### src/rtl/ilp_pkg.sv
// Shared types and character constants for the integer literal parser.
package ilp_pkg;

    typedef enum logic [1:0] {
        RX_DEC,
        RX_BIN,
        RX_OCT,
        RX_HEX
    } radix_t;

    typedef struct packed {
        logic        good;
        logic        neg;
        logic [63:0] mag;
    } result_t;

    localparam logic [7:0] CHR_ZERO  = 8'h30;
    localparam logic [7:0] CHR_NINE  = 8'h39;
    localparam logic [7:0] CHR_LC_A  = 8'h61;
    localparam logic [7:0] CHR_LC_F  = 8'h66;
    localparam logic [7:0] CHR_UC_A  = 8'h41;
    localparam logic [7:0] CHR_UC_F  = 8'h46;
    localparam logic [7:0] CHR_LC_B  = 8'h62;
    localparam logic [7:0] CHR_UC_B  = 8'h42;
    localparam logic [7:0] CHR_LC_X  = 8'h78;
    localparam logic [7:0] CHR_UC_X  = 8'h58;
    localparam logic [7:0] CHR_USCORE = 8'h5F;
    localparam logic [7:0] CHR_MINUS = 8'h2D;
    localparam logic [7:0] CHR_PLUS  = 8'h2B;

    // offsets that map a letter onto its digit value (10 for 'a' / 'A')
    localparam logic [7:0] LC_OFFSET = 8'h57;
    localparam logic [7:0] UC_OFFSET = 8'h37;

    localparam logic [63:0] MAG_MAX_POS = 64'h7FFF_FFFF_FFFF_FFFF;
    localparam logic [63:0] MAG_MAX_NEG = 64'h8000_0000_0000_0000;

    function automatic logic [4:0] radix_base(input radix_t rx);
        logic [4:0] b;
        unique case (rx)
            RX_DEC: b = 5'd10;
            RX_BIN: b = 5'd2;
            RX_OCT: b = 5'd8;
            RX_HEX: b = 5'd16;
            default: b = 5'd10;
        endcase
        return b;
    endfunction

endpackage

### src/rtl/integer_literal_parser.sv
// Integer literal parser, top level.
// Parses a signed integer literal that arrives one ASCII character per transfer
// (tlast on the final character): optional sign, a 0b / 0x / leading-zero octal
// prefix or plain decimal, digits with single underscores between them, checked
// against the signed 64-bit range. Sustained rate is one character per cycle
// while the result path is not stalled; the per-character shift-add of the
// accumulator and its limit compare form the feedback loop. One result transfer
// follows each tlast character via the result and output registers: tuser is 1
// for a valid in-range literal; tdata is its two's complement, zero if not valid.
module integer_literal_parser (
    input  logic        aclk,
    input  logic        aresetn,
    input  logic        s_tvalid,
    output logic        s_tready,
    input  logic [7:0]  s_tdata,   // [7:0] char_code
    input  logic        s_tlast,
    output logic        m_tvalid,
    input  logic        m_tready,
    output logic [63:0] m_tdata,   // [63:0] number
    output logic        m_tuser    // [0] ok
);

    logic             res_valid;
    logic             res_ready;
    ilp_pkg::result_t res;

    ilp_core u_core (
        .aclk      (aclk),
        .aresetn   (aresetn),
        .s_valid   (s_tvalid),
        .s_ready   (s_tready),
        .s_char    (s_tdata),
        .s_last    (s_tlast),
        .res_valid (res_valid),
        .res_ready (res_ready),
        .res       (res)
    );

    ilp_out_reg u_out (
        .aclk      (aclk),
        .aresetn   (aresetn),
        .res_valid (res_valid),
        .res_ready (res_ready),
        .res       (res),
        .m_tvalid  (m_tvalid),
        .m_tready  (m_tready),
        .m_tdata   (m_tdata),
        .m_tuser   (m_tuser)
    );

endmodule

### src/rtl/ilp_digit_dec.sv
// Character to digit decoder, qualified against the active radix.
module ilp_digit_dec (
    input  logic [7:0]      char_code,
    input  ilp_pkg::radix_t radix,
    output logic            dig_valid,
    output logic [3:0]      dig_value
);

    logic       is_num;
    logic       is_lc;
    logic       is_uc;
    logic [7:0] raw;

    assign is_num = (char_code >= ilp_pkg::CHR_ZERO) && (char_code <= ilp_pkg::CHR_NINE);
    assign is_lc  = (char_code >= ilp_pkg::CHR_LC_A) && (char_code <= ilp_pkg::CHR_LC_F);
    assign is_uc  = (char_code >= ilp_pkg::CHR_UC_A) && (char_code <= ilp_pkg::CHR_UC_F);

    always_comb begin
        priority if (is_num) begin
            raw = char_code - ilp_pkg::CHR_ZERO;
        end else if (is_lc) begin
            raw = char_code - ilp_pkg::LC_OFFSET;
        end else begin
            raw = char_code - ilp_pkg::UC_OFFSET;
        end
    end

    assign dig_value = raw[3:0];
    assign dig_valid = (is_num || is_lc || is_uc)
                       && ({1'b0, raw[3:0]} < ilp_pkg::radix_base(radix));

endmodule

### src/rtl/ilp_core.sv
// Input register, token state machine with accumulator, and final result register.
module ilp_core (
    input  logic             aclk,
    input  logic             aresetn,
    input  logic             s_valid,
    output logic             s_ready,
    input  logic [7:0]       s_char,
    input  logic             s_last,
    output logic             res_valid,
    input  logic             res_ready,
    output ilp_pkg::result_t res
);

    typedef enum logic [1:0] {
        PH_START,
        PH_SIGNED,
        PH_ZERO,
        PH_DIGITS
    } phase_t;

    logic             a_valid_reg;
    logic [7:0]       a_char_reg;
    logic             a_last_reg;
    logic             a_adv;
    logic             b_ready;

    phase_t           phase_reg, phase_next;
    logic             neg_reg, neg_next;
    ilp_pkg::radix_t  radix_reg, radix_next;
    logic [63:0]      acc_reg, acc_next;
    logic             saw_reg, saw_next;
    logic             us_reg, us_next;
    logic             failed_reg, failed_next;

    logic             b_valid_reg;
    ilp_pkg::result_t b_data_reg, b_data_next;

    ilp_pkg::radix_t  eff_radix;
    logic             eff_saw;
    logic             dig_valid;
    logic [3:0]       dig_value;
    logic [67:0]      acc_ext;
    logic [67:0]      prod;
    logic [67:0]      sum;
    logic [63:0]      limit;
    logic             ovf;
    logic             take;
    logic             good;

    assign b_ready = !b_valid_reg || res_ready;
    assign a_adv   = a_valid_reg && (!a_last_reg || b_ready);
    assign s_ready = !a_valid_reg || a_adv;

    // radix and digit-seen flag in force for the character now in the register
    always_comb begin
        unique case (phase_reg)
            PH_DIGITS: eff_radix = radix_reg;
            PH_ZERO:   eff_radix = ilp_pkg::RX_OCT;
            default:   eff_radix = ilp_pkg::RX_DEC;
        endcase
    end
    assign eff_saw = (phase_reg == PH_ZERO) ? 1'b1 : saw_reg;

    ilp_digit_dec u_dec (
        .char_code (a_char_reg),
        .radix     (eff_radix),
        .dig_valid (dig_valid),
        .dig_value (dig_value)
    );

    // acc * base + d, with the limit check done as sum > limit
    assign acc_ext = {4'b0, acc_reg};
    always_comb begin
        unique case (eff_radix)
            ilp_pkg::RX_DEC: prod = (acc_ext << 3) + (acc_ext << 1);
            ilp_pkg::RX_BIN: prod = acc_ext << 1;
            ilp_pkg::RX_OCT: prod = acc_ext << 3;
            ilp_pkg::RX_HEX: prod = acc_ext << 4;
            default:         prod = acc_ext;
        endcase
    end
    assign sum   = prod + {64'b0, dig_value};
    assign limit = neg_reg ? ilp_pkg::MAG_MAX_NEG : ilp_pkg::MAG_MAX_POS;
    assign ovf   = sum > {4'b0, limit};

    always_comb begin
        phase_next  = phase_reg;
        neg_next    = neg_reg;
        radix_next  = radix_reg;
        acc_next    = acc_reg;
        saw_next    = saw_reg;
        us_next     = us_reg;
        failed_next = failed_reg;
        take        = 1'b0;
        if (!failed_reg) begin
            unique case (phase_reg)
                PH_START, PH_SIGNED: begin
                    if ((phase_reg == PH_START)
                        && ((a_char_reg == ilp_pkg::CHR_MINUS)
                            || (a_char_reg == ilp_pkg::CHR_PLUS))) begin
                        neg_next   = (a_char_reg == ilp_pkg::CHR_MINUS);
                        phase_next = PH_SIGNED;
                    end else if (a_char_reg == ilp_pkg::CHR_ZERO) begin
                        phase_next = PH_ZERO;
                    end else begin
                        radix_next = ilp_pkg::RX_DEC;
                        phase_next = PH_DIGITS;
                        take       = 1'b1;
                    end
                end
                PH_ZERO: begin
                    phase_next = PH_DIGITS;
                    if ((a_char_reg == ilp_pkg::CHR_LC_B)
                        || (a_char_reg == ilp_pkg::CHR_UC_B)) begin
                        radix_next = ilp_pkg::RX_BIN;
                    end else if ((a_char_reg == ilp_pkg::CHR_LC_X)
                                 || (a_char_reg == ilp_pkg::CHR_UC_X)) begin
                        radix_next = ilp_pkg::RX_HEX;
                    end else begin
                        // the leading zero counts as an octal digit
                        radix_next = ilp_pkg::RX_OCT;
                        saw_next   = 1'b1;
                        acc_next   = '0;
                        take       = 1'b1;
                    end
                end
                PH_DIGITS: begin
                    take = 1'b1;
                end
                default: begin
                    take = 1'b0;
                end
            endcase
            if (take) begin
                if (a_char_reg == ilp_pkg::CHR_USCORE) begin
                    if (!eff_saw || us_reg) begin
                        failed_next = 1'b1;
                    end else begin
                        us_next = 1'b1;
                    end
                end else if (!dig_valid) begin
                    failed_next = 1'b1;
                end else begin
                    saw_next = 1'b1;
                    us_next  = 1'b0;
                    if (ovf) begin
                        failed_next = 1'b1;
                    end else begin
                        acc_next = sum[63:0];
                    end
                end
            end
        end
    end

    assign good = !failed_next
                  && ((phase_next == PH_ZERO)
                      || ((phase_next == PH_DIGITS) && saw_next && !us_next));

    always_comb begin
        b_data_next.good = good;
        b_data_next.neg  = neg_next;
        b_data_next.mag  = (good && (phase_next != PH_ZERO)) ? acc_next : '0;
    end

    always_ff @(posedge aclk) begin
        if (!aresetn) begin
            a_valid_reg <= 1'b0;
            b_valid_reg <= 1'b0;
            phase_reg   <= PH_START;
            neg_reg     <= 1'b0;
            radix_reg   <= ilp_pkg::RX_DEC;
            acc_reg     <= '0;
            saw_reg     <= 1'b0;
            us_reg      <= 1'b0;
            failed_reg  <= 1'b0;
        end else begin
            if (s_ready) begin
                a_valid_reg <= s_valid;
            end
            if (a_adv && a_last_reg) begin
                b_valid_reg <= 1'b1;
            end else if (res_ready) begin
                b_valid_reg <= 1'b0;
            end
            if (a_adv) begin
                if (a_last_reg) begin
                    phase_reg  <= PH_START;
                    neg_reg    <= 1'b0;
                    radix_reg  <= ilp_pkg::RX_DEC;
                    acc_reg    <= '0;
                    saw_reg    <= 1'b0;
                    us_reg     <= 1'b0;
                    failed_reg <= 1'b0;
                end else begin
                    phase_reg  <= phase_next;
                    neg_reg    <= neg_next;
                    radix_reg  <= radix_next;
                    acc_reg    <= acc_next;
                    saw_reg    <= saw_next;
                    us_reg     <= us_next;
                    failed_reg <= failed_next;
                end
            end
        end
    end

    always_ff @(posedge aclk) begin
        if (s_valid && s_ready) begin
            a_char_reg <= s_char;
            a_last_reg <= s_last;
        end
        if (a_adv && a_last_reg) begin
            b_data_reg <= b_data_next;
        end
    end

    assign res_valid = b_valid_reg;
    assign res       = b_data_reg;

`ifndef SYNTHESIS
    a_pos_range: assert property (@(posedge aclk) disable iff (!aresetn)
        b_valid_reg && b_data_reg.good && !b_data_reg.neg |-> !b_data_reg.mag[63])
        else $error("positive result beyond signed range");

    a_bad_zero: assert property (@(posedge aclk) disable iff (!aresetn)
        b_valid_reg && !b_data_reg.good |-> b_data_reg.mag == '0)
        else $error("failed token carries a non-zero magnitude");

    a_token_clear: assert property (@(posedge aclk) disable iff (!aresetn)
        a_adv && a_last_reg |=> (phase_reg == PH_START) && !failed_reg && (acc_reg == '0))
        else $error("state not cleared after last character");

    a_sticky: assert property (@(posedge aclk) disable iff (!aresetn)
        failed_reg && a_adv && !a_last_reg |=> failed_reg && (acc_reg == $past(acc_reg)))
        else $error("error flag or accumulator changed after failure");
`endif

endmodule

### src/rtl/ilp_out_reg.sv
// Output register: applies the sign and holds the result transfer.
module ilp_out_reg (
    input  logic             aclk,
    input  logic             aresetn,
    input  logic             res_valid,
    output logic             res_ready,
    input  ilp_pkg::result_t res,
    output logic             m_tvalid,
    input  logic             m_tready,
    output logic [63:0]      m_tdata,
    output logic             m_tuser
);

    logic        valid_reg;
    logic        ok_reg;
    logic [63:0] number_reg;
    logic [63:0] number_next;

    assign res_ready   = !valid_reg || m_tready;
    assign number_next = res.neg ? (64'd0 - res.mag) : res.mag;

    always_ff @(posedge aclk) begin
        if (!aresetn) begin
            valid_reg <= 1'b0;
        end else if (res_ready) begin
            valid_reg <= res_valid;
        end
    end

    always_ff @(posedge aclk) begin
        if (res_ready && res_valid) begin
            ok_reg     <= res.good;
            number_reg <= number_next;
        end
    end

    assign m_tvalid = valid_reg;
    assign m_tdata  = number_reg;
    assign m_tuser  = ok_reg;

`ifndef SYNTHESIS
    a_fail_zero: assert property (@(posedge aclk) disable iff (!aresetn)
        m_tvalid && !m_tuser |-> m_tdata == '0)
        else $error("failed token with non-zero number");
`endif

endmodule
### config.mk
export PLATFORM = sky130hd
export DESIGN_NAME = integer_literal_parser
export DESIGN_NICKNAME = d
export VERILOG_FILES = /design/src/rtl/ilp_pkg.sv /design/src/rtl/integer_literal_parser.sv /design/src/rtl/ilp_digit_dec.sv /design/src/rtl/ilp_core.sv /design/src/rtl/ilp_out_reg.sv
export SDC_FILE = /design/constraint.sdc
export NUM_CORES = 1
export LEC_CHECK = 0
export BUFFER_PORTS_ARGS = -buffer_cell sky130_fd_sc_hd__clkbuf_2
export CELL_PAD_IN_SITES_DETAIL_PLACEMENT = 1
export CELL_PAD_IN_SITES_GLOBAL_PLACEMENT = 1
export CORE_MARGIN = 2
export CORE_UTILIZATION = 41
export CTS_CLUSTER_DIAMETER = 60
export DETAILED_ROUTE_END_ITERATION = 8
export PLACE_DENSITY = 0.68
export SYNTH_ARGS = -nofsm -noshare
export SYNTH_HDL_FRONTEND = slang
export SYNTH_SLANG_ARGS = --single-unit
### constraint.sdc
create_clock -name aclk -period 24.5 [get_ports aclk]
set_input_delay 0 -clock aclk [delete_from_list [all_inputs] [get_ports aclk]]
set_output_delay 0 -clock aclk [all_outputs]
set_load 0.05 [all_outputs]
==> results of run 1 <==
==> synth_stat cells, types with 48 or more instances <==
cell type  count  area share (%)
nand4_1       70             2.0
nand2_1      255             4.3
mux2i_1       57             2.6
nor2_1       157             2.7
a31oi_1       84             2.4
ha_1         135             7.6
nor3_1        48             1.1
clkbuf_1     160             2.7
o21ai_1      131             3.0
nor2b_1       83             2.3
and3_1        79             2.2
o21ai_0      132             3.0
a221oi_2      62             4.2
nand3_1      109             2.5
dfxtp_1       75             6.8
nor4bb_1      62             2.8
xnor2_1      112             4.4
edfxtp_1     140              19
a21oi_1      157             3.6
==> path summary, 6_finish.rpt <==
kind,from,endpoint,slack (ps),depth (start not counted)
worst max-delay path,u_core.a_char_reg[0]$_DFFE_PP_,u_core.res[65]$_DFFE_PP_,14720,33
worst min-delay path,aresetn,u_out.m_tvalid$_SDFFE_PN0N_,90,3
worst min register to register,u_core.res[65]$_DFFE_PP_,u_out.m_tuser$_DFFE_PP_,430,0
worst max register to register,u_core.a_char_reg[0]$_DFFE_PP_,u_core.res[65]$_DFFE_PP_,14720,33
==> layout make-up <==
class | instances | area share (%)
repair buffers | 121 | 3.15
multi-input cells | 2232 | 65.4
well taps | 696 | 3.70
diodes | 1 | 0.0106
flip-flops and latches | 215 | 24.3
clock inverters | 15 | 0.431
clock buffers | 25 | 2.48
inverters | 34 | 0.542
==> stage by stage <==
stage	power, mW	utilization [%]	cell area [sq um]	std cells
after floorplan	0.470	-	22100	2699
after global placement	0.495	42.4	22700	3286
after detailed placement	0.498	42.4	22700	3286
after CTS	0.831	43.9	23500	3338
after global routing	0.851	43.9	23500	3338
final	0.826	43.9	23500	3339
==> logic make-up after synthesis <==
group	Yosys count	synth area share, %
DFF	215	25.8
adders and majority gates	137	7.82
xor gates and xnor gates	143	5.67
buffers and inverters	252	4.94
AOI/OAI and AO/OA	879	27.9
and+or+nand+nor	1006	24.7
muxes	67	3.09
==> layer usage <==
metal | vias up | wire (um)
met3 | 97 | 5440
met4 | 0 | 1930
met1 | 11200 | 41300
li1 | 10200 | -
met2 | 727 | 40000
met5 | - | 0
==> power by group through the flow <==
stage	combinational [mW]	clock (mW)	sequential, mW
final	0.0951	0.333	0.398
after CTS	0.0938	0.339	0.398
after global placement	0.0897	0	0.405
after detailed placement	0.0919	0	0.406
after global routing	0.101	0.351	0.399
after floorplan	0.0598	0	0.410
==> worst reg2reg max path, delay by kind of cell (launching register included) <==
family | cells | cell delay [ps]
buffers and inverters | 2 | 890
XOR/XNOR | 2 | 510
AND/OR/NAND/NOR | 13 | 3320
flip-flops | 1 | 490
adder cells (fa/ha/maj) | 3 | 880
AO/OA/AOI/OAI | 13 | 3380
==> what timing repair did <==
item | 4_1_cts | 5_1_grt
setup buffers | 0 | 0
hold buffers | 12 | 0
endpoints found under the hold margin | 12 | 0
==> cells in the final DEF (no fill, tap or decap), types with 13 or more instances in the layout <==
cell type / n
buf_4: 30
clkbuf_16: 23
ha_1: 135
nor4bb_1: 62
edfxtp_1: 140
nor3_1: 48
dfxtp_1: 73
mux2i_1: 57
o21a_1: 21
and3_1: 78
clkbuf_2: 78
or4_1: 22
a221oi_2: 62
a21boi_0: 17
nor4_1: 22
a221oi_1: 13
nand2_1: 254
a21o_1: 47
o21ai_0: 132
a31oi_1: 84
o41ai_1: 14
nor2b_1: 82
a21oi_1: 157
nor2_1: 153
nand4_1: 70
o211ai_1: 24
nand3_1: 108
o31ai_1: 38
o21ai_1: 131
xor2_1: 31
or3_1: 19
nand2b_1: 16
a211oi_1: 21
xnor2_1: 112
inv_1: 33
==> run metrics, run 1 <==
status=finished, final reports clean; critical path endpoint category=flop; M1 GR Usage=around 45%; CP Buf/Inv Count=2; setup TNS=0 ps; number of max-cap violations=0; IO buf count=79; Initial Util=41.2%; Slew @ Worst Pin=1200 ps; sequential share of power=approximately half; multi-input combinational cell area=15400 sq um; Max clock buf depth=3; hpwl dp=66100 um; post-place setup slack=between 10000 and 15000 ps; met2 Use GR=between 40% and 50%; via-per-instance ratio=~6.7; Hold WC Path Type=in -> reg; Worst slew margin=19.9%; met3 usage=around 2.6%; Slew Viols, Final=0; clock transition at the registers of the reported paths=60 ps; register area=5710 sq um; Largest delay share family, worst path=compound AO/OA/AOI/OAI gates; clock share of power=40.3%; GR peak layer=met2; Gate power share=~12%; Clock Skew=12.8 ps; Final WS setup=between 10000 and 15000 ps; Slowest cell on crit path=a211oi_1; post-synthesis cell type count=90; RSZ-0062 raised after global routing=false; Net Sw Power=0.231 mW; Startpoint Class=flop; CP Data Required Time=approximately 25000 ps; vias=about 22k; post-CTS sizing=0; later-pin clock latency in the skew report=approximately 530 ps; Ports=80; crit-path max FO=42; final wirelength=between 80000 and 90000 um; drt first-iter violations=~1.7k; leak pwr=just over 8 nW; die area=~56000 sq um; First-pass DRT Iterations=5; cell mode on critical path=ha_1; Post-synth top flop=edfxtp_1; Peak Freq=between 100 and 150 MHz; max reg flops=between 60 and 70; global-route wire length before repair=136000 um; DRC violations left=0; Hold Worst Slack=between 90 and 100 ps; # H-tree levels=1; Async S/R FF share, synth=0%; #FFs+latches synth=approximately 220; # fillers=6440; CTS tree=done; Post-synth EDFFs=140; Avg Cell Area, Syn=8.19 sq um; warnings from Yosys=0; Routed Antenna Nets=0; Core Footprint=around 54000 sq um; # nets final=between 2k and 3k; Congestion Overflow GR=0; drt wl/cell=between 20 and 30 um; initial antenna violation count=1; Tmin final=roughly 10000 ps; clk sinks=215; Net Count, Synth=about 2.8k; period utilization=39.9%; Die H=between 200 and 250 um; Total GRT Usage=just over 30%; layout cell share with drive strength beyond 1=around 10%; Die W=236 um; mapped cell area=22100 sq um; CP Class=reg -> reg; P&R area growth vs syn=6.48%; Row Count=85; switching share of total power=between 20 and 30%; maximum vdd drop=0.0000418 V; Final Hold Fails=0; pin count of the biggest net entering global routing=just over 90; clock root buffer=clkbuf_16; Gate Count Post-Synth=approximately 2.7k; vias in the first global route=around 22k; pwr dens=~35 nW/um^2; Pint=0.595 mW; sequential share of the synthesized area=between 20% and 30%; cts bufs inserted=22; setup violators final=0; Routability Congestion=between 0.9 and 1; slowest stage delay, CP=780 ps; Crit path arrival time=roughly 10000 ps
Note: power is estimated with default switching activity, not from simulation.
==> run 2: changes to the inputs <==
Clock period 24.5 ns to 10.12 ns, I/O delays scaled along.
==> run 2 against run 1 <==
- critical path depth down 2
- worst setup slack got worse by 14000 ps
- power grew 150%
- final cell count increased by 0.51%
- sequential share of layout area decreased by 0.19 points
- clock skew is essentially flat
- clock power rose to 2.6 times the previous value
- sequential power rose by 140%
- register-to-register slack lost 14000 ps
==> run metrics, run 2 (same netlist as run 1, synthesis figures left out) <==
Final Hold Fails=0 (unchanged); max reg flops=66 (unchanged); drt first-iter violations=1955 (was 1674); # nets final=2793 (was 2776); cts bufs inserted=23 (was 22); clock root buffer=clkbuf_16 (unchanged); die area=55800 sq um (unchanged); Total GRT Usage=30.1% (was 30.9%); vias=22.4k (was 22.2k); layout cell share with drive strength beyond 1=10.6% (was 9.99%); DRC violations left=0 (unchanged); critical path endpoint category=flop (unchanged); initial antenna violation count=0 (was 1); leak pwr=8.17 nW (was 8.07 nW); Crit path arrival time=9720 ps (was 10000 ps); Startpoint Class=flop (unchanged); Layout Cells excl Fill=3356 (was 3339); Hold WC Path Type=in -> reg (unchanged); post-CTS sizing=0 (unchanged); Die H=236 um (unchanged); # H-tree levels=1 (unchanged); Pwr Total=2.05 mW (was 0.826 mW); clk sinks=215 (unchanged); via-per-instance ratio=6.67 (was 6.66); CTS tree=done (unchanged); pwr dens=86.3 nW/um^2 (was 35.1 nW/um^2); Die W=236 um (unchanged); Hold Worst Slack=76.6 ps (was 92.2 ps); Routability Congestion=0.991 (was 0.948); Slew @ Worst Pin=1190 ps (was 1200 ps); Post-DP Area=22900 sq um (was 22700 sq um); P&R area growth vs syn=7.32% (was 6.48%); Inst Count DP=3302 (was 3286); Tmin final=9380 ps (was 9780 ps); status=finished, final reports clean (unchanged); maximum vdd drop=0.000103 V (was 0.0000418 V); Final WS setup=739 ps (was 14720 ps); Clock Skew=12.8 ps (about the same); Ports=80 (unchanged); Congestion Overflow GR=0 (unchanged); Slowest cell on crit path=a211oi_1 (unchanged); Initial Util=41.2% (unchanged); slowest stage delay, CP=770 ps (was 780 ps); RSZ-0062 raised after global routing=false (unchanged); later-pin clock latency in the skew report=540 ps (was 530 ps); hpwl dp=65500 um (was 66100 um); Core Footprint=53600 sq um (unchanged); # diodes=0 (was 1); most frequent cells in the layout=254 x nand2_1, 157 x a21oi_1, 153 x nor2_1 (unchanged); IO buf count=79 (unchanged); CP Data Required Time=10460 ps (was 24720 ps); final wirelength=87200 um (was 88700 um); period utilization=92.7% (was 39.9%); Row Count=85 (unchanged); number of max-cap violations=0 (unchanged); fin area=23700 sq um (was 23500 sq um); setup TNS=0 ps (unchanged); global-route wire length before repair=134000 um (was 136000 um); final core utilization=44.3% (was 43.9%); crit-path max FO=43 (was 42); clock transition at the registers of the reported paths=70 ps (was 60 ps); CP Class=reg -> reg (unchanged); vias in the first global route=22.3k (was 22.1k); post-place setup slack=966 ps (was 14800 ps); Slew Viols, Final=0 (unchanged); Max clock buf depth=3 (unchanged); Peak Freq=107 MHz (was 102 MHz); setup violators final=0 (unchanged); Routed Antenna Nets=0 (unchanged); most common cell after layout, fill and taps aside=nand2_1 (unchanged); drt wl/cell=26.0 um (was 26.6 um); pin count of the biggest net entering global routing=91 (unchanged); Worst slew margin=20.7% (was 19.9%); First-pass DRT Iterations=8 (was 5)
## run 2: timing repair
item | CTS | global route
hold endpoints to repair | 12 | 0
hold buffers | 12 | 0
setup buffers | 0 | 0
## run 2: critical path, delay by kind of cell, from the launching register on
kind | cells | cell delay, ps
AOI/OAI and AO/OA | 15 | 4020
xor gates and xnor gates | 2 | 400
adders and majority gates | 3 | 880
buffers and inverters | 2 | 650
DFF | 1 | 510
and+or+nand+nor | 9 | 2670
## run 2: path summary, 6_finish.rpt
kind | startpoint | end | slack, ps | cells after the start
worst max-delay path | u_core.a_char_reg[1]$_DFFE_PP_ | u_core.res[1]$_SDFFCE_PN0P_ | 740 | 31
worst min-delay path | aresetn | u_out.m_tvalid$_SDFFE_PN0N_ | 80 | 3
worst max register to register | u_core.a_char_reg[1]$_DFFE_PP_ | u_core.res[1]$_SDFFCE_PN0P_ | 740 | 31
worst min register to register | u_core.res[65]$_DFFE_PP_ | u_out.m_tuser$_DFFE_PP_ | 470 | 0
## run 2: cell type report
| class | count | area, sq um |
|---|---|---|
| clock buffers | 27 | 601 |
| clock inverters | 15 | 126 |
| fillers | 6363 | 29900 |
| inverters | 34 | 128 |
| multi-input cells | 2232 | 15400 |
| flip-flops and latches | 215 | 5710 |
| well taps | 696 | 871 |
| repair buffers | 137 | 886 |
## run 2: power breakdown
| part | switching, mW | internal [mW] | leakage [nW] | total (mW) |
|---|---|---|---|---|
| Sequential | 0.0161 | 0.947 | 1.93 | 0.963 |
| Combinational | 0.177 | 0.0556 | 5.88 | 0.233 |
| Clock | 0.375 | 0.476 | 0.361 | 0.851 |
## run 2: per-layer routing
layer	share of wire [%]	vias up	routed length [um]	global-route usage [%]
li1	-	10300	-	-
met1	47	11200	40900	43.4
met2	44	766	38300	47.2
met3	5.6	133	4890	2.34
met4	3.6	0	3130	10.9
met5	0	-	0	0
